## config.mk

```make
export PLATFORM = sky130hd
export DESIGN_NAME = serpentine_led_frame_buffer
export DESIGN_NICKNAME = d
export VERILOG_FILES = /design/src/design/sled_pkg.sv /design/src/design/serpentine_led_frame_buffer.sv /design/src/design/sled_cell.sv /design/src/design/sled_seq.sv
export SDC_FILE = /design/constraint.sdc
export NUM_CORES = 1
export LEC_CHECK = 0
export ABC_AREA = 0
export BUFFER_PORTS_ARGS = -buffer_cell sky130_fd_sc_hd__buf_2
export CAP_MARGIN = 30
export CORE_MARGIN = 2
export CORE_UTILIZATION = 25
export CTS_CLUSTER_DIAMETER = 100
export DETAILED_ROUTE_END_ITERATION = 16
export RECOVER_POWER = 100
export SLEW_MARGIN = 20
export SYNTH_ARGS = -nofsm -noshare
export SYNTH_HDL_FRONTEND = slang
export SYNTH_SLANG_ARGS = --single-unit
```

## constraint.sdc

```tcl
create_clock -name clk_i -period 2.8 [get_ports clk_i]
set_input_delay 0.28 -clock clk_i [delete_from_list [all_inputs] [get_ports clk_i]]
set_output_delay 0.28 -clock clk_i [all_outputs]
set_load 0.01 [all_outputs]
```

## src/design/sled_pkg.sv

```systemverilog
`default_nettype none

package sled_pkg;

  // grid geometry
  localparam int GridSide  = 5;
  localparam int CellCount = GridSide * GridSide;
  localparam int SlotW     = $clog2(CellCount);
  localparam int CoordW    = $clog2(GridSide);

  // color channels: green in the top bits, then red, then blue
  localparam int LevelW   = 3;
  localparam int LevelMax = 4;
  localparam int ColorW   = 3 * LevelW;

  // stream widths
  localparam int InDataW  = 64;
  localparam int OutDataW = 16;
  localparam int SlotOutW = 5;

  typedef enum logic [1:0] {
    CMD_FILL  = 2'd0,
    CMD_CLEAR = 2'd1,
    CMD_EMIT  = 2'd2,
    CMD_NONE  = 2'd3
  } cmd_e;

  typedef enum logic [1:0] {
    ST_IDLE,
    ST_FILL,
    ST_CLEAR,
    ST_EMIT
  } state_e;

  // control handed to every cell of the ring, plus the value entering the tail
  typedef struct packed {
    logic              shift;
    logic [ColorW-1:0] data;
  } ring_ctrl_t;

  // saturate a signed coordinate into the grid
  function automatic logic [CoordW-1:0] clamp_coord(input logic signed [7:0] v);
    logic [CoordW-1:0] res;
    if (v < 8'sd0) begin
      res = '0;
    end else if (v > $signed(8'(GridSide - 1))) begin
      res = CoordW'(GridSide - 1);
    end else begin
      res = CoordW'(v);
    end
    return res;
  endfunction

  // saturate a channel level
  function automatic logic [LevelW-1:0] sat_level(input logic [7:0] v);
    logic [LevelW-1:0] res;
    if (v > 8'(LevelMax)) begin
      res = LevelW'(LevelMax);
    end else begin
      res = LevelW'(v);
    end
    return res;
  endfunction

endpackage

`default_nettype wire

```

## src/design/serpentine_led_frame_buffer.sv

```systemverilog
// Frame store for a serpentine-wired RGB LED matrix (GridSide x GridSide).
// Commands arrive on the s_axis channel, one transaction each: fill a
// rectangle (or one pixel) with a color, clear the store, or emit the frame.
// Emitted entries leave on the m_axis channel in chain order, one
// transaction per LED; tlast marks the last LED of the frame.
// The store is a ring of cells that rotates one position per cycle during a
// fill or clear, and during an emit whenever the output register is free;
// fill, clear and emit each walk the whole ring once, and no new command is
// taken until that walk is done.
// s_axis_tready is high only while no command is in progress; an unused
// command code is taken and does nothing.
// Once the emit command is taken, the block enters its emit state and, when
// the output register is free, registers the first result there; results
// then follow one per cycle while m_axis_tready stays high.
// When the receiver stalls, the ring stops with the next entry at its head
// and the pending result holds in the output register until taken.
// Reset clears every entry of the store to black and drops m_axis_tvalid.
`default_nettype none

module serpentine_led_frame_buffer (
  input  wire logic                            clk_i,
  input  wire logic                            rst_ni,
  // cmd[1:0], corner_a_col[9:2], corner_a_row[17:10], corner_b_col[25:18],
  // corner_b_row[33:26], red_level[41:34], green_level[49:42],
  // blue_level[57:50], zero[63:58]
  input  wire logic [sled_pkg::InDataW-1:0]    s_axis_tdata,
  input  wire logic                            s_axis_tvalid,
  output logic                                 s_axis_tready,
  // led_slot[4:0], out_green[7:5], out_red[10:8], out_blue[13:11],
  // zero[15:14]
  output logic [sled_pkg::OutDataW-1:0]        m_axis_tdata,
  output logic                                 m_axis_tlast,
  output logic                                 m_axis_tvalid,
  input  wire logic                            m_axis_tready
);

  localparam int N = sled_pkg::CellCount;

  sled_pkg::ring_ctrl_t          ring_ctrl;
  logic [sled_pkg::ColorW-1:0]   cell_data [N];

  logic [sled_pkg::SlotOutW-1:0] led_slot;
  logic [sled_pkg::LevelW-1:0]   out_green, out_red, out_blue;

  // command decode and ring sequencing
  sled_seq u_seq (
    .clk_i          (clk_i),
    .rst_ni         (rst_ni),
    .cmd_valid_i    (s_axis_tvalid),
    .cmd_ready_o    (s_axis_tready),
    .cmd_i          (s_axis_tdata[1:0]),
    .corner_a_col_i (s_axis_tdata[9:2]),
    .corner_a_row_i (s_axis_tdata[17:10]),
    .corner_b_col_i (s_axis_tdata[25:18]),
    .corner_b_row_i (s_axis_tdata[33:26]),
    .red_level_i    (s_axis_tdata[41:34]),
    .green_level_i  (s_axis_tdata[49:42]),
    .blue_level_i   (s_axis_tdata[57:50]),
    .head_i         (cell_data[0]),
    .ring_o         (ring_ctrl),
    .res_valid_o    (m_axis_tvalid),
    .res_ready_i    (m_axis_tready),
    .led_slot_o     (led_slot),
    .out_green_o    (out_green),
    .out_red_o      (out_red),
    .out_blue_o     (out_blue),
    .frame_end_o    (m_axis_tlast)
  );

  // ring of cells: each hands its entry toward the head, the tail takes the
  // rewritten head entry
  for (genvar i = 0; i < N; i++) begin : g_cell
    if (i == N - 1) begin : g_tail
      sled_cell u_cell (
        .clk_i  (clk_i),
        .rst_ni (rst_ni),
        .ctrl_i (ring_ctrl),
        .data_i (ring_ctrl.data),
        .data_o (cell_data[i])
      );
    end else begin : g_body
      sled_cell u_cell (
        .clk_i  (clk_i),
        .rst_ni (rst_ni),
        .ctrl_i (ring_ctrl),
        .data_i (cell_data[i+1]),
        .data_o (cell_data[i])
      );
    end
  end

  assign m_axis_tdata = {2'b00, out_blue, out_red, out_green, led_slot};

endmodule

`default_nettype wire

```

## src/design/sled_cell.sv

```systemverilog
`default_nettype none

module sled_cell (
  input  wire logic                          clk_i,
  input  wire logic                          rst_ni,
  input  wire sled_pkg::ring_ctrl_t          ctrl_i,
  input  wire logic [sled_pkg::ColorW-1:0]   data_i,
  output logic      [sled_pkg::ColorW-1:0]   data_o
);

  logic [sled_pkg::ColorW-1:0] data_q;
  logic [sled_pkg::ColorW-1:0] data_d;

  // take the neighbor's entry whenever the ring moves
  always_comb begin
    data_d = data_q;
    if (ctrl_i.shift) begin
      data_d = data_i;
    end
  end

  always_ff @(posedge clk_i or negedge rst_ni) begin
    if (!rst_ni) begin
      data_q <= '0;
    end else begin
      data_q <= data_d;
    end
  end

  assign data_o = data_q;

endmodule

`default_nettype wire

```

## src/design/sled_seq.sv

```systemverilog
`default_nettype none

module sled_seq (
  input  wire logic                              clk_i,
  input  wire logic                              rst_ni,
  // command side
  input  wire logic                              cmd_valid_i,
  output logic                                   cmd_ready_o,
  input  wire logic [1:0]                        cmd_i,
  input  wire logic signed [7:0]                 corner_a_col_i,
  input  wire logic signed [7:0]                 corner_a_row_i,
  input  wire logic signed [7:0]                 corner_b_col_i,
  input  wire logic signed [7:0]                 corner_b_row_i,
  input  wire logic [7:0]                        red_level_i,
  input  wire logic [7:0]                        green_level_i,
  input  wire logic [7:0]                        blue_level_i,
  // ring
  input  wire logic [sled_pkg::ColorW-1:0]       head_i,
  output sled_pkg::ring_ctrl_t                   ring_o,
  // result side
  output logic                                   res_valid_o,
  input  wire logic                              res_ready_i,
  output logic [sled_pkg::SlotOutW-1:0]          led_slot_o,
  output logic [sled_pkg::LevelW-1:0]            out_green_o,
  output logic [sled_pkg::LevelW-1:0]            out_red_o,
  output logic [sled_pkg::LevelW-1:0]            out_blue_o,
  output logic                                   frame_end_o
);

  localparam int CW = sled_pkg::CoordW;
  localparam int LW = sled_pkg::LevelW;

  sled_pkg::state_e state_q, state_d;

  logic [sled_pkg::SlotW-1:0]  slot_q, slot_d;
  logic [CW-1:0]               row_q, row_d;
  logic [CW-1:0]               pos_q, pos_d;
  logic [CW-1:0]               c_lo_q, c_hi_q, r_lo_q, r_hi_q;
  logic [sled_pkg::ColorW-1:0] color_q;

  logic                        res_valid_q, res_valid_d;
  logic [sled_pkg::SlotOutW-1:0] res_slot_q;
  logic [sled_pkg::ColorW-1:0] res_color_q;
  logic                        res_last_q;

  logic            accept;
  logic            step;
  logic            last_step;
  logic            out_free;
  logic            covered;
  logic [CW-1:0]   col;
  logic [CW-1:0]   ca, cb, ra, rb;

  assign accept    = cmd_valid_i && cmd_ready_o;
  assign out_free  = !res_valid_q || res_ready_i;
  assign last_step = (slot_q == sled_pkg::SlotW'(sled_pkg::CellCount - 1));

  // one ring position per cycle; emit waits for room in the output register
  always_comb begin
    unique case (state_q)
      sled_pkg::ST_FILL,
      sled_pkg::ST_CLEAR: step = 1'b1;
      sled_pkg::ST_EMIT:  step = out_free;
      default:            step = 1'b0;
    endcase
  end

  // column of the head entry: even rows run right to left
  assign col = row_q[0] ? pos_q : CW'(sled_pkg::GridSide - 1) - pos_q;

  assign covered = (row_q >= r_lo_q) && (row_q <= r_hi_q) &&
                   (col >= c_lo_q) && (col <= c_hi_q);

  // next state
  always_comb begin
    state_d = state_q;
    unique case (state_q)
      sled_pkg::ST_IDLE: begin
        if (cmd_valid_i) begin
          unique case (sled_pkg::cmd_e'(cmd_i))
            sled_pkg::CMD_FILL:  state_d = sled_pkg::ST_FILL;
            sled_pkg::CMD_CLEAR: state_d = sled_pkg::ST_CLEAR;
            sled_pkg::CMD_EMIT:  state_d = sled_pkg::ST_EMIT;
            default:             state_d = sled_pkg::ST_IDLE;
          endcase
        end
      end
      default: begin
        if (step && last_step) begin
          state_d = sled_pkg::ST_IDLE;
        end
      end
    endcase
  end

  // outputs toward the ring and the command side
  always_comb begin
    cmd_ready_o  = 1'b0;
    ring_o.shift = step;
    ring_o.data  = head_i;
    unique case (state_q)
      sled_pkg::ST_IDLE:  cmd_ready_o = 1'b1;
      sled_pkg::ST_CLEAR: ring_o.data = '0;
      sled_pkg::ST_FILL: begin
        if (covered) begin
          ring_o.data = color_q;
        end
      end
      default: ring_o.data = head_i;
    endcase
  end

  // position counters
  always_comb begin
    slot_d = slot_q;
    row_d  = row_q;
    pos_d  = pos_q;
    if (step) begin
      if (last_step) begin
        slot_d = '0;
        row_d  = '0;
        pos_d  = '0;
      end else begin
        slot_d = slot_q + 1'b1;
        if (pos_q == CW'(sled_pkg::GridSide - 1)) begin
          pos_d = '0;
          row_d = row_q + 1'b1;
        end else begin
          pos_d = pos_q + 1'b1;
        end
      end
    end
  end

  // output register valid
  always_comb begin
    res_valid_d = res_valid_q;
    if (state_q == sled_pkg::ST_EMIT && step) begin
      res_valid_d = 1'b1;
    end else if (res_ready_i) begin
      res_valid_d = 1'b0;
    end
  end

  always_ff @(posedge clk_i or negedge rst_ni) begin
    if (!rst_ni) begin
      state_q     <= sled_pkg::ST_IDLE;
      slot_q      <= '0;
      row_q       <= '0;
      pos_q       <= '0;
      res_valid_q <= 1'b0;
    end else begin
      state_q     <= state_d;
      slot_q      <= slot_d;
      row_q       <= row_d;
      pos_q       <= pos_d;
      res_valid_q <= res_valid_d;
    end
  end

  // clamped corners
  assign ca = sled_pkg::clamp_coord(corner_a_col_i);
  assign cb = sled_pkg::clamp_coord(corner_b_col_i);
  assign ra = sled_pkg::clamp_coord(corner_a_row_i);
  assign rb = sled_pkg::clamp_coord(corner_b_row_i);

  // operands, ordered per axis
  always_ff @(posedge clk_i) begin
    if (accept) begin
      c_lo_q  <= (ca > cb) ? cb : ca;
      c_hi_q  <= (ca > cb) ? ca : cb;
      r_lo_q  <= (ra > rb) ? rb : ra;
      r_hi_q  <= (ra > rb) ? ra : rb;
      color_q <= {sled_pkg::sat_level(green_level_i),
                  sled_pkg::sat_level(red_level_i),
                  sled_pkg::sat_level(blue_level_i)};
    end
  end

  // result payload
  always_ff @(posedge clk_i) begin
    if (state_q == sled_pkg::ST_EMIT && step) begin
      res_slot_q  <= sled_pkg::SlotOutW'(slot_q);
      res_color_q <= head_i;
      res_last_q  <= last_step;
    end
  end

  assign res_valid_o = res_valid_q;
  assign led_slot_o  = res_slot_q;
  assign out_green_o = res_color_q[3*LW-1:2*LW];
  assign out_red_o   = res_color_q[2*LW-1:LW];
  assign out_blue_o  = res_color_q[LW-1:0];
  assign frame_end_o = res_last_q;

  // row and position counters stay inside the grid
  assert property (@(posedge clk_i) disable iff (!rst_ni)
    (row_q < CW'(sled_pkg::GridSide)) && (pos_q < CW'(sled_pkg::GridSide)))
    else $error("ring position counter left the grid");

  // a command always ends with the counters back at the first slot
  assert property (@(posedge clk_i) disable iff (!rst_ni)
    (state_q != sled_pkg::ST_IDLE) && (state_d == sled_pkg::ST_IDLE)
    |=> (slot_q == '0) && (row_q == '0) && (pos_q == '0))
    else $error("command finished away from the first slot");

  // the frame marker only travels with the last slot
  assert property (@(posedge clk_i) disable iff (!rst_ni)
    res_valid_q && res_last_q
    |-> (res_slot_q == sled_pkg::SlotOutW'(sled_pkg::CellCount - 1)))
    else $error("frame end on a slot other than the last");

  // the ring moves only while a command is in progress
  assert property (@(posedge clk_i) disable iff (!rst_ni)
    ring_o.shift |-> (state_q != sled_pkg::ST_IDLE))
    else $error("ring shifted while idle");

endmodule

`default_nettype wire
```

# Yosys cells after proc, flatten, opt, wreduce, memory -nomap -nowiden

Cells that the tools add are included.
W data, S select, Z words.

Add/subtract/negate cells: 4
Reductions and logical operators: 16
Muxes and demuxes: 28
Equal/unequal tests: 8
Magnitude comparators: 17

Operators with widths:

| operator              | count |
|---|---|
| $mux W3               | 17 |
| $gt A8 B4 Y1 const B  | 4 |
| $lt A8 B1 Y1 const B  | 4 |
| $gt A8 B3 Y1 const B  | 3 |
| $pmux W9 S2           | 1 |
| $mux W9               | 1 |
| $add A3 B1 Y3 const B | 2 |
| $eq A2 B2 Y1 const B  | 3 |
| $ge A3 B3 Y1          | 2 |
| $gt A3 B3 Y1          | 2 |
| $le A3 B3 Y1          | 2 |
| $logic_and A1 B1 Y1   | 6 |
| $mux W2               | 3 |
| $pmux W2 S3           | 1 |
| $reduce_bool A2 Y1    | 3 |
| $add A5 B1 Y5 const B | 1 |
| $eq A5 B5 Y1 const B  | 1 |
| $mux W5               | 1 |
| $eq A2 B1 Y1 const B  | 2 |
| $logic_not A2 Y1      | 2 |
| $reduce_and A2 Y1     | 2 |
| $eq A3 B3 Y1 const B  | 1 |
| $mux W1               | 3 |
| $sub A3 B3 Y3 const A | 1 |
| 5 further kinds       | 5 |

Register bits after elaboration: 275
Output and inout bits: 19

# Logic depth before layout (Yosys ltp)

Gate-level depths: netlist of run 1.

Word-level depth: 7
Mapped depth: 11
Depth with buffers taken out: 10

# Modules after synthesis

From an unflattened synthesis of run 1, not the netlist that was laid out.

Cells, all modules: 760
Area total of the unflattened synthesis: 12258.0 um2

By module, submodules not included:

| module                      | sequential area each (um2) | area an instance (um2) | instances | cells an instance |
|---|---|---|---|---|
| sled_cell                   | 225.2                      | 371.6                  | 25        | 19 |
| sled_seq                    | 1431.4                     | 2949.1                 | 1         | 282 |
| serpentine_led_frame_buffer | 0.0                        | 18.8                   | 1         | 3 |

# Least setup slack after synthesis of run 1

OpenSTA, ideal clock, no wires.

Kind: in2reg
From: in s_axis_tdata[7] (netlist bit)
To: reg u_seq.c_hi_q[0] (data pin)
Buffers on the path: 1
Slack: 0.367 ns
Stages: 11
Arrival: 2.169 ns
Required time: 2.535 ns
Path through: or4_1 nor3_2 nand2_1 inv_1 ha_1 nor2b_1 o21ai_0 nand2b_1 and2_1 clkbuf_1 mux2i_1

Cells in the longest elaborated chain, start to end: 5
Elaborated cells on any way between the ends: 6
Classes of those cells: order compare (3); mux (3)

Ends and longest elaborated chain:

| what                 | line                              | text |
|---|---|---|
| from (decl)          | serpentine_led_frame_buffer.sv:26 | `input wire logic [sled_pkg::InDataW-1:0] s_axis_tdata,` |
| $gt A8 B4 Y1         | sled_pkg.sv:46                    | `end else if (v > $signed(8'(GridSide - 1))) begin` |
| $mux W3              | sled_pkg.sv:46                    |  |
| $mux W3 *            | sled_pkg.sv:44                    | `if (v < 8'sd0) begin` |
| $gt A3 B3 Y1         | sled_seq.sv:171                   | `c_hi_q <= (ca > cb) ? ca : cb;` |
| $mux W3 *            | sled_seq.sv:171                   |  |
| to (signal assigned) | sled_seq.sv:171                   |  |
| to (decl)            | sled_seq.sv:38                    | `logic [CW-1:0] c_lo_q, c_hi_q, r_lo_q, r_hi_q;` |

Every way passes the cells marked *; elsewhere a longest branch is shown, timed or not.
A chain may end at the register's enable or synchronous reset.

# Final worst setup path of run 1

From: reg u_seq.pos_q[0]
To: reg g_cell[24].g_tail.u_cell.data_q, in the netlist g_cell[24].g_tail.u_cell.data_o[3]

Cells in the longest elaborated chain, start to end: 7
Elaborated cells on any way between the ends: 8
Classes of those cells: add/sub (1); order compare (2); mux (3); reduce/logical (2)

Ends and longest elaborated chain:

| what                   | line            | text |
|---|---|---|
| from (decl)            | sled_seq.sv:37  | `logic [CW-1:0] pos_q, pos_d;` |
| from (signal assigned) | sled_seq.sv:156 | `pos_q <= pos_d;` |
| $sub A3 B3 Y3          | sled_seq.sv:69  | `assign col = row_q[0] ? pos_q : CW'(sled_pkg::GridSide - 1) - pos_q;` |
| $mux W3 *              | sled_seq.sv:69  |  |
| $ge A3 B3 Y1           | sled_seq.sv:72  | `(col >= c_lo_q) && (col <= c_hi_q);` |
| $logic_and A1 B1 Y1    | sled_seq.sv:71  | `assign covered = (row_q >= r_lo_q) && (row_q <= r_hi_q) &&` |
| $logic_and A1 B1 Y1 *  | sled_seq.sv:72  |  |
| $mux W9 *              | sled_seq.sv:105 | `if (covered) begin` |
| $pmux W9 S2 *          | sled_seq.sv:101 | `unique case (state_q)` |
| to (signal assigned)   | sled_cell.sv:26 | `data_q <= data_d;` |
| to (decl)              | sled_cell.sv:11 | `logic [sled_pkg::ColorW-1:0] data_q;` |

Marks and branches as above.

==> results of run 1 <==
[cells by family (layout without fill, tap and decap cells)]
| group | after synthesis | count (layout) | synth area share (%) |
|---|---|---|---|
| AND/OR/NAND/NOR | 734 | 734 | 25.7 |
| flip-flops | 275 | 275 | 62.1 |
| buffers and inverters | 91 | 181 | 3.60 |
| AO/OA/AOI/OAI | 73 | 73 | 4.21 |
| adder cells (fa/ha/maj) | 29 | 29 | 3.19 |
| multiplexers | 12 | 12 | 1.09 |
| other | 1 | 4 | 0.0330 |
[where the power goes]
part,switching (mW),internal (mW),total [mW]
Sequential,0.319,4.62,4.94
Clock,1.50,2.21,3.72
Combinational,3.37,1.02,4.39
[routing by layer]
metal / part of all wire, % / global-route usage (%) / up-vias
met5: 0 / 0 / -
met1: 52 / 14.0 / 3608
met4: 2.0 / 2.12 / 0
li1: - / - / 3967
met3: 5.0 / 1.90 / 37
met2: 41 / 13.6 / 135
[timing repair]
item | 4_1_cts | 5_1_grt
hold endpoints to repair | 94 | 0
gates resized for setup | 0 | 3
endpoints found under the setup margin | 9 | 8
setup buffers | 1 | 1
hold buffers | 1 | 0
pin swaps | 1 | 1
[state kept, by name, indices dropped and copies added (netlist names)]
signal and cells:
g_cell.g_body.u_cell.data_o 216, g_cell.g_tail.u_cell.data_o 9, u_seq.color_q 9, u_seq.res_color_q 9
u_seq.led_slot_o 5, u_seq.slot_q 5, u_seq.c_hi_q 3, u_seq.c_lo_q 3
u_seq.pos_q 3, u_seq.r_hi_q 3, u_seq.r_lo_q 3, u_seq.row_q 3
u_seq.state_q 2, u_seq.frame_end_o 1, u_seq.res_valid_o 1
[per-stage QoR]
stage               utilization [%]  instance area (um^2)  hold WS (ns)  setup slack, ns  cells
floorplan                         -                 11400       -0.0156            0.367   1216
global placement               27.6                 12400         0.379           0.0200   1851
detailed placement             27.6                 12400         0.383          -0.0595   1851
CTS                            29.7                 13400       0.00284            0.107   1905
global route                   29.4                 13300        0.0288          0.00435   1906
finish                         29.4                 13300        0.0237            0.115   1908
[critical path, cell delays in order, from the launching register on]
cell and delay, ns:
sky130_fd_sc_hd__dfrtp_1 0.38, sky130_fd_sc_hd__inv_1 0.11, sky130_fd_sc_hd__ha_1 0.21, sky130_fd_sc_hd__ha_1 0.28
sky130_fd_sc_hd__mux2_2 0.28, sky130_fd_sc_hd__ha_1 0.21, sky130_fd_sc_hd__a211o_1 0.35, sky130_fd_sc_hd__a211oi_4 0.42
sky130_fd_sc_hd__a41oi_1 0.15, sky130_fd_sc_hd__o21ai_0 0.19
[cells in the mapped netlist (all sizes together) (2+ instances only)]
library cell,count,area (um^2)
inv,33,124
nand2b,6,45.0
and2,9,56.3
o21ai,36,180
nor3,9,65.1
nor2,6,30.0
a41oi,7,61.3
clkbuf,22,83.8
ha,29,363
edfxtp,36,1080
nand4,4,25.0
buf,36,201
o31ai,9,67.6
mux2,3,33.8
nand2,672,2520
dfrtp,239,5980
a211oi,2,27.5
a21oi,8,55.1
or2,3,18.8
a31oi,2,12.5
nand3,9,45.0
or4,7,52.6
a22o,2,17.5
o211ai,4,30.0
mux2i,9,90.1
nor2b,7,43.8
[area by class of cell]
class	instances	area, um^2
Inverter	33	124
Fill cell	4795	31800
Clock buffer	45	868
Antenna cell	2	5.00
Timing Repair Buffer	96	519
Tap cell	600	751
Sequential cell	275	7060
Clock inverter	7	61.3
Multi-Input combinational cell	850	3890
[worst max-delay path by stage]
stage	endpoint	slack, ns
after floorplan	u_seq.c_hi_q[0]	0.37
after global placement	g_cell[24].g_tail.u_cell.data_o[3]	0.02
after detailed placement	g_cell[24].g_tail.u_cell.data_o[3]	-0.06
after CTS	g_cell[24].g_tail.u_cell.data_o[3]	0.11
after global routing	g_cell[24].g_tail.u_cell.data_o[3]	0.004
final	g_cell[24].g_tail.u_cell.data_o[3]	0.12
==> results.txt, run 1 <==
----------------------------------------------------
[Pwr]
  Maximum ir drop on the vdd rail ... 722 uV
  Power per unit of standard cell area ... ~980 nW/um^2
  Total chip power ... 13.0 mW
  Static Leak ... 6.92 nW

[Routing]
  Post-Route WL ... 21.6 mm
  DRC marker count from the first detailed-route iteration ... 554
  Post-DRT Antenna Nets ... 0
  Post-detailed-route wirelength per cell ... around 11 um
  Number of detailed-route iterations in the first pass ... 4
  Vias after detailed routing ... about 7,700
  Ratio of routed vias to standard cells ... between 4 and 5
  DRC violation count after routing ... 0

[Synthesis]
  Fraction of the yosys area taken by sequential cells ... 62.1%
  Distinct cells, synth ... 44
  Post-synthesis register bit count ... 275
  Number of flops mapped to enable cells by yosys ... 36
  Cells after Synth ... 1,215
  Fraction of registers with async set/reset ... 86.9%
  Mean area per synthesized cell ... 9.35 um^2
  Yosys warns ... 0
  Mapped cell area ... approximately 11,000 um^2
  Primary FF master, synth ... sky130_fd_sc_hd__dfrtp_1

[STA]
  Number of max-slew violations in the final report ... 0
  Setup Total Neg Slack ... 0 ns
  Worst Clk Skew ... 0.0145 ns
  Minimum clock period after layout ... 2.68 ns
  Number of failing setup endpoints in the final timing report ... 0
  Count of endpoints failing hold in the final timing report ... 0
  Max-slew headroom at the worst pin ... 9.79%
  Fmax achieved ... 372 MHz
  Unrepaired setup endpoints after global routing ... no
  Final period util ... between 90 and 100%
  Worst slew pin tran ... 1.35 ns

[Finish]
  Commonest non-fill, non-tap cells in the layout ... sky130_fd_sc_hd__nand2_1 (672), sky130_fd_sc_hd__dfrtp_1 (239), sky130_fd_sc_hd__buf_2 (61)
  Most common cell after layout, fill and taps aside ... sky130_fd_sc_hd__nand2_1
  NumNets Final ... 1,381
  Area growth from synthesis to final layout ... 16.8%
  Share of cells above drive strength 1 ... 10.0%

[Place]
  HPWL after detailed placement ... 13.0 mm
  Port Buffer Count ... 78
  Routability congestion estimate ... 0.795

[Die]
  Die width ... between 200 and 250 um
  Starting density of the core ... 25.2%
  Overall die area ... 47,200 um^2
  Number of standard-cell rows in the floorplan ... 78
  Die Ht ... 217 um
  Core region area ... approximately 45,000 um^2
  Number of ports placed on the die boundary ... just under 90

[Critical path]
  WS Path Type ... register to register
  Worst r2r src ... u_seq.pos_q[0]
  Category of the worst setup path capture point ... register
  Critical path launch point ... u_seq.pos_q[0]
  Top fanout value on the critical path ... 7
  Cell count of the worst reg-to-reg path ... 9
  Arrival time at the worst endpoint ... 3.14 ns
  Endpoint of the worst register-to-register path ... g_cell[24].g_tail.u_cell.data_o[3]
  Minimum setup slack among reg-to-reg paths ... approximately 0.12 ns
  WP data required ... about 3.3 ns
  Element type at the critical path start ... register

[Clocking]
  Root Driver ... sky130_fd_sc_hd__clkbuf_16
  Clock latency on the worst-skew pair ... 0.54 ns
  Level count of the clock H-tree ... 1
  Clock-pin slew reported for the worst setup and hold paths after clock tree synthesis ... 0.06 ns
  CTS tree ... yes
  Number of sinks handled by clock tree synthesis ... between 200 and 300
  CTS max path bufs ... 3
  Clock buffer count from CTS ... 28

[Outcome]
  Status ... completed

[Global route]
  Number of antenna violations at the first check in global routing ... 0
  Via count of the first global-routing pass ... 7,596
  Global-route wire length before repair ... 37.3 mm
  Overflow left after global routing ... 0
  Pin count of the biggest net entering global routing ... 119
  GRT Resource Usage Total ... 9.29%

[Hold path]
  Worst min-delay path class ... input pin to register
  WHS Path Cells ... 3
  Beginning of the worst hold path ... s_axis_tdata[56]
  Min-Delay Endpoint ... u_seq.color_q[2]

[Flow run]
  Number of maximum-capacitance violations ... 0

----------------------------------------------------
Note: power is estimated with default switching activity, not from simulation.
==> run 2, diff against run 1 <==
--- a/config.mk
+++ b/config.mk
@@ -12,6 +12,7 @@
 export CORE_UTILIZATION = 25
 export CTS_CLUSTER_DIAMETER = 100
 export DETAILED_ROUTE_END_ITERATION = 16
+export GPL_TIMING_DRIVEN = 0
 export RECOVER_POWER = 100
 export SLEW_MARGIN = 20
 export SYNTH_ARGS = -nofsm -noshare
==> results.txt, run 2 (same netlist as run 1, synthesis figures left out) <==
----------------------------------------------------
[Outcome]
  Status ... completed (unchanged)

[Routing]
  Post-Route WL ... 23.0 mm (was 21.6 mm)
  DRC violation count after routing ... 0 (unchanged)
  DRC marker count from the first detailed-route iteration ... 422 (was 554)
  Post-DRT Antenna Nets ... 0 (unchanged)
  Post-detailed-route wirelength per cell ... 11.8 um (was 11.3 um)
  Vias after detailed routing ... 8,082 (was 7,747)
  Ratio of routed vias to standard cells ... 4.14 (was 4.06)
  Number of detailed-route iterations in the first pass ... 5 (was 4)

[Global route]
  Overflow left after global routing ... 0 (unchanged)
  Number of antenna violations at the first check in global routing ... 1 (was 0)
  Via count of the first global-routing pass ... 7,922 (was 7,596)
  GRT Resource Usage Total ... 9.97% (was 9.29%)
  Global-route wire length before repair ... 39.3 mm (was 37.3 mm)
  Pin count of the biggest net entering global routing ... 90 (was 119)

[Place]
  Routability congestion estimate ... 0.781 (was 0.795)
  Port Buffer Count ... 78 (unchanged)
  Worst slack at placement ... -0.198 ns (was -0.0595 ns)
  Area post-placement ... 12,600 um^2 (was 12,400 um^2)
  HPWL after detailed placement ... 16.0 mm (was 13.0 mm)

[Clocking]
  Root Driver ... sky130_fd_sc_hd__clkbuf_16 (unchanged)
  Clock buffer count from CTS ... 28 (unchanged)
  CTS tree ... yes (unchanged)
  Clock-pin slew reported for the worst setup and hold paths after clock tree synthesis ... 0.06 ns (about the same)
  Level count of the clock H-tree ... 1 (unchanged)
  Number of sinks handled by clock tree synthesis ... 275 (unchanged)
  Clock latency on the worst-skew pair ... 0.54 ns (about the same)
  CTS max path bufs ... 3 (unchanged)

[Critical path]
  Critical Path Max Stage Delay ... 0.45 ns (was 0.42 ns)
  Category of the worst setup path capture point ... register (unchanged)
  Endpoint of the worst register-to-register path ... u_seq.res_color_q[2] (was g_cell[24].g_tail.u_cell.data_o[3])
  Worst r2r src ... u_seq.state_q[0] (was u_seq.pos_q[0])
  Series of cell instances along the critical path ... inv_1 > ha_1 > buf_2 > nor2_4 > clkbuf_1 > nand2_1 > clkinvlp_4 > buf_12 (was inv_1 > ha_1 > ha_1 > mux2_2 > ha_1 > a211o_1 > a211oi_4 > a41oi_1 > o21ai_0)
  Cell count of the worst reg-to-reg path ... 8 (was 9)
  Arrival time at the worst endpoint ... 2.93 ns (was 3.14 ns)
  Slowest-stage cell, CP ... sky130_fd_sc_hd__clkbuf_1 (was sky130_fd_sc_hd__a211oi_4)
  Element type at the critical path start ... register (unchanged)
  WS Path Type ... register to register (unchanged)
  Minimum setup slack among reg-to-reg paths ... 0.11 ns (was 0.12 ns)
  Top fanout value on the critical path ... 10 (was 7)
  WP data required ... 3.04 ns (was 3.25 ns)

[STA]
  Worst Clk Skew ... 0.00965 ns (was 0.0145 ns)
  Final period util ... 96.2% (was 95.9%)
  Count of endpoints failing hold in the final timing report ... 0 (unchanged)
  Unrepaired setup endpoints after global routing ... no (unchanged)
  Max-slew headroom at the worst pin ... 27.3% (was 9.79%)
  Minimum clock period after layout ... 2.69 ns (was 2.68 ns)
  Worst slew pin tran ... 1.09 ns (was 1.35 ns)
  Number of max-slew violations in the final report ... 0 (unchanged)
  Number of failing setup endpoints in the final timing report ... 0 (unchanged)
  Worst hold slack ... 0.0248 ns (was 0.0237 ns)
  Fmax achieved ... 371 MHz (was 372 MHz)
  Slack of the critical path ... 0.108 ns (was 0.115 ns)

[Finish]
  Most common cell after layout, fill and taps aside ... sky130_fd_sc_hd__nand2_1 (unchanged)
  Share of cells above drive strength 1 ... 11.0% (was 10.0%)
  Non-Filler Cell Area, Final ... 13,500 um^2 (was 13,300 um^2)
  Largest register FFs ... 216 (unchanged)
  NumNets Final ... 1,428 (was 1,381)
  Commonest non-fill, non-tap cells in the layout ... sky130_fd_sc_hd__nand2_1 (672), sky130_fd_sc_hd__dfrtp_1 (239), sky130_fd_sc_hd__buf_2 (78) (was sky130_fd_sc_hd__nand2_1 (672), sky130_fd_sc_hd__dfrtp_1 (239), sky130_fd_sc_hd__buf_2 (61))
  Antenna cell count ... 0 (was 2)
  Area growth from synthesis to final layout ... 19.1% (was 16.8%)
  Count of fill cells added during filler insertion ... 4,731 (was 4,795)

[Hold path]
  Beginning of the worst hold path ... s_axis_tdata[41] (was s_axis_tdata[56])
  Worst min-delay path class ... input pin to register (unchanged)
  WHS Path Cells ... 3 (unchanged)
  Min-Delay Endpoint ... u_seq.color_q[5] (was u_seq.color_q[2])

[Die]
  Number of ports placed on the die boundary ... 87 (unchanged)
  Number of standard-cell rows in the floorplan ... 78 (unchanged)
  Die Ht ... 217 um (unchanged)
  Overall die area ... 47,200 um^2 (unchanged)
  Core region area ... 45,100 um^2 (unchanged)
  Die width ... 217 um (unchanged)
  Starting density of the core ... 25.2% (unchanged)

[Pwr]
  Static Leak ... 7.01 nW (was 6.92 nW)
  Power per unit of standard cell area ... 999 nW/um^2 (was 982 nW/um^2)
  Maximum ir drop on the vdd rail ... 461 uV (was 722 uV)

[Flow run]
  Number of maximum-capacitance violations ... 0 (unchanged)

----------------------------------------------------
[run 2: cell count changes in the layout (fill, tap and decap cells not counted), moves of 2 or more]
cell	previous run	this run
sky130_fd_sc_hd__a41oi_1	7	5
sky130_fd_sc_hd__a41oi_2	0	2
sky130_fd_sc_hd__buf_2	61	78
sky130_fd_sc_hd__buf_4	4	8
sky130_fd_sc_hd__clkbuf_1	30	62
sky130_fd_sc_hd__clkbuf_2	5	0
sky130_fd_sc_hd__clkbuf_8	4	7
sky130_fd_sc_hd__clkinv_2	5	1
sky130_fd_sc_hd__clkinvlp_4	0	2
sky130_fd_sc_hd__diode_2	2	0
sky130_fd_sc_hd__o21ai_0	27	24
sky130_fd_sc_hd__o21ai_1	8	12
[run 2: per-layer routing]
metal / GRT usage [%] / share of wire, % / vias to the layer above
li1: - / - / 4067
met1: 14.4 / 51 / 3836
met4: 2.17 / 1.9 / 0
met3: 1.69 / 4.4 / 30
met5: 0 / 0 / -
met2: 15.6 / 43 / 149
[run 2: stage by stage]
| stage | power (mW) | TNS, ns | utilization, % | instances |
|---|---|---|---|---|
| after CTS | 13.6 | 0 | 30.0 | 1949 |
| after global placement | 9.67 | -636.78 | 27.7 | 1894 |
| final | 13.5 | 0 | 30.0 | 1952 |
| after global routing | 14.5 | 0 | 30.0 | 1952 |
| after floorplan | 8.33 | 0 | - | 1216 |
| after detailed placement | 9.82 | -2.91 | 27.9 | 1896 |
[run 2: repair_timing]
item                                    4_1_cts  5_1_grt
buffers inserted                              1        3
resized for setup                             1        8
pin swaps                                     1        2
hold endpoints to repair                     72        0
endpoints found under the setup margin       17       22
hold buffers                                  1        0
[run 2: cell type report]
type	count	area, um^2	share of cell area, %
timing repair buffer	85	467	3.45
clock buffer	47	885	6.54
buffer	58	259	1.91
inverter	33	128	0.943
tap	600	751	5.55
clock inverter	4	58.8	0.435
sequential	275	7060	52.2
multi-input combinational	850	3920	29.0
[run 2: where the power goes]
part	switching (mW)	internal [mW]	total, mW
clock network	1.51	2.24	3.75
registers	0.363	4.62	4.98
logic	3.53	1.26	4.79
total	5.40	8.12	13.5
[run 2: worst max-delay path, delay by kind of cell (launching register included)]
family | cells | cell delay, ns
buffers and inverters | 5 | 1.11
and+or+nand+nor | 2 | 0.59
DFF | 1 | 0.41
adders and majority gates | 1 | 0.27
[run 2: worst max path at each step]
stage,startpoint,to,slack (ns),depth (start not counted)
detailed placement,u_seq.state_q[0],u_seq.res_color_q[8],-0.20,7
CTS,u_seq.state_q[0],u_seq.res_color_q[6],0.02,7
finish,u_seq.state_q[0],u_seq.res_color_q[2],0.11,8
global placement,rst_ni,g_cell[2].g_body.u_cell.data_o[3],-2.68,1
global route,u_seq.state_q[0],u_seq.res_color_q[2],0.0007,8
floorplan,s_axis_tdata[7],u_seq.c_hi_q[0],0.37,11
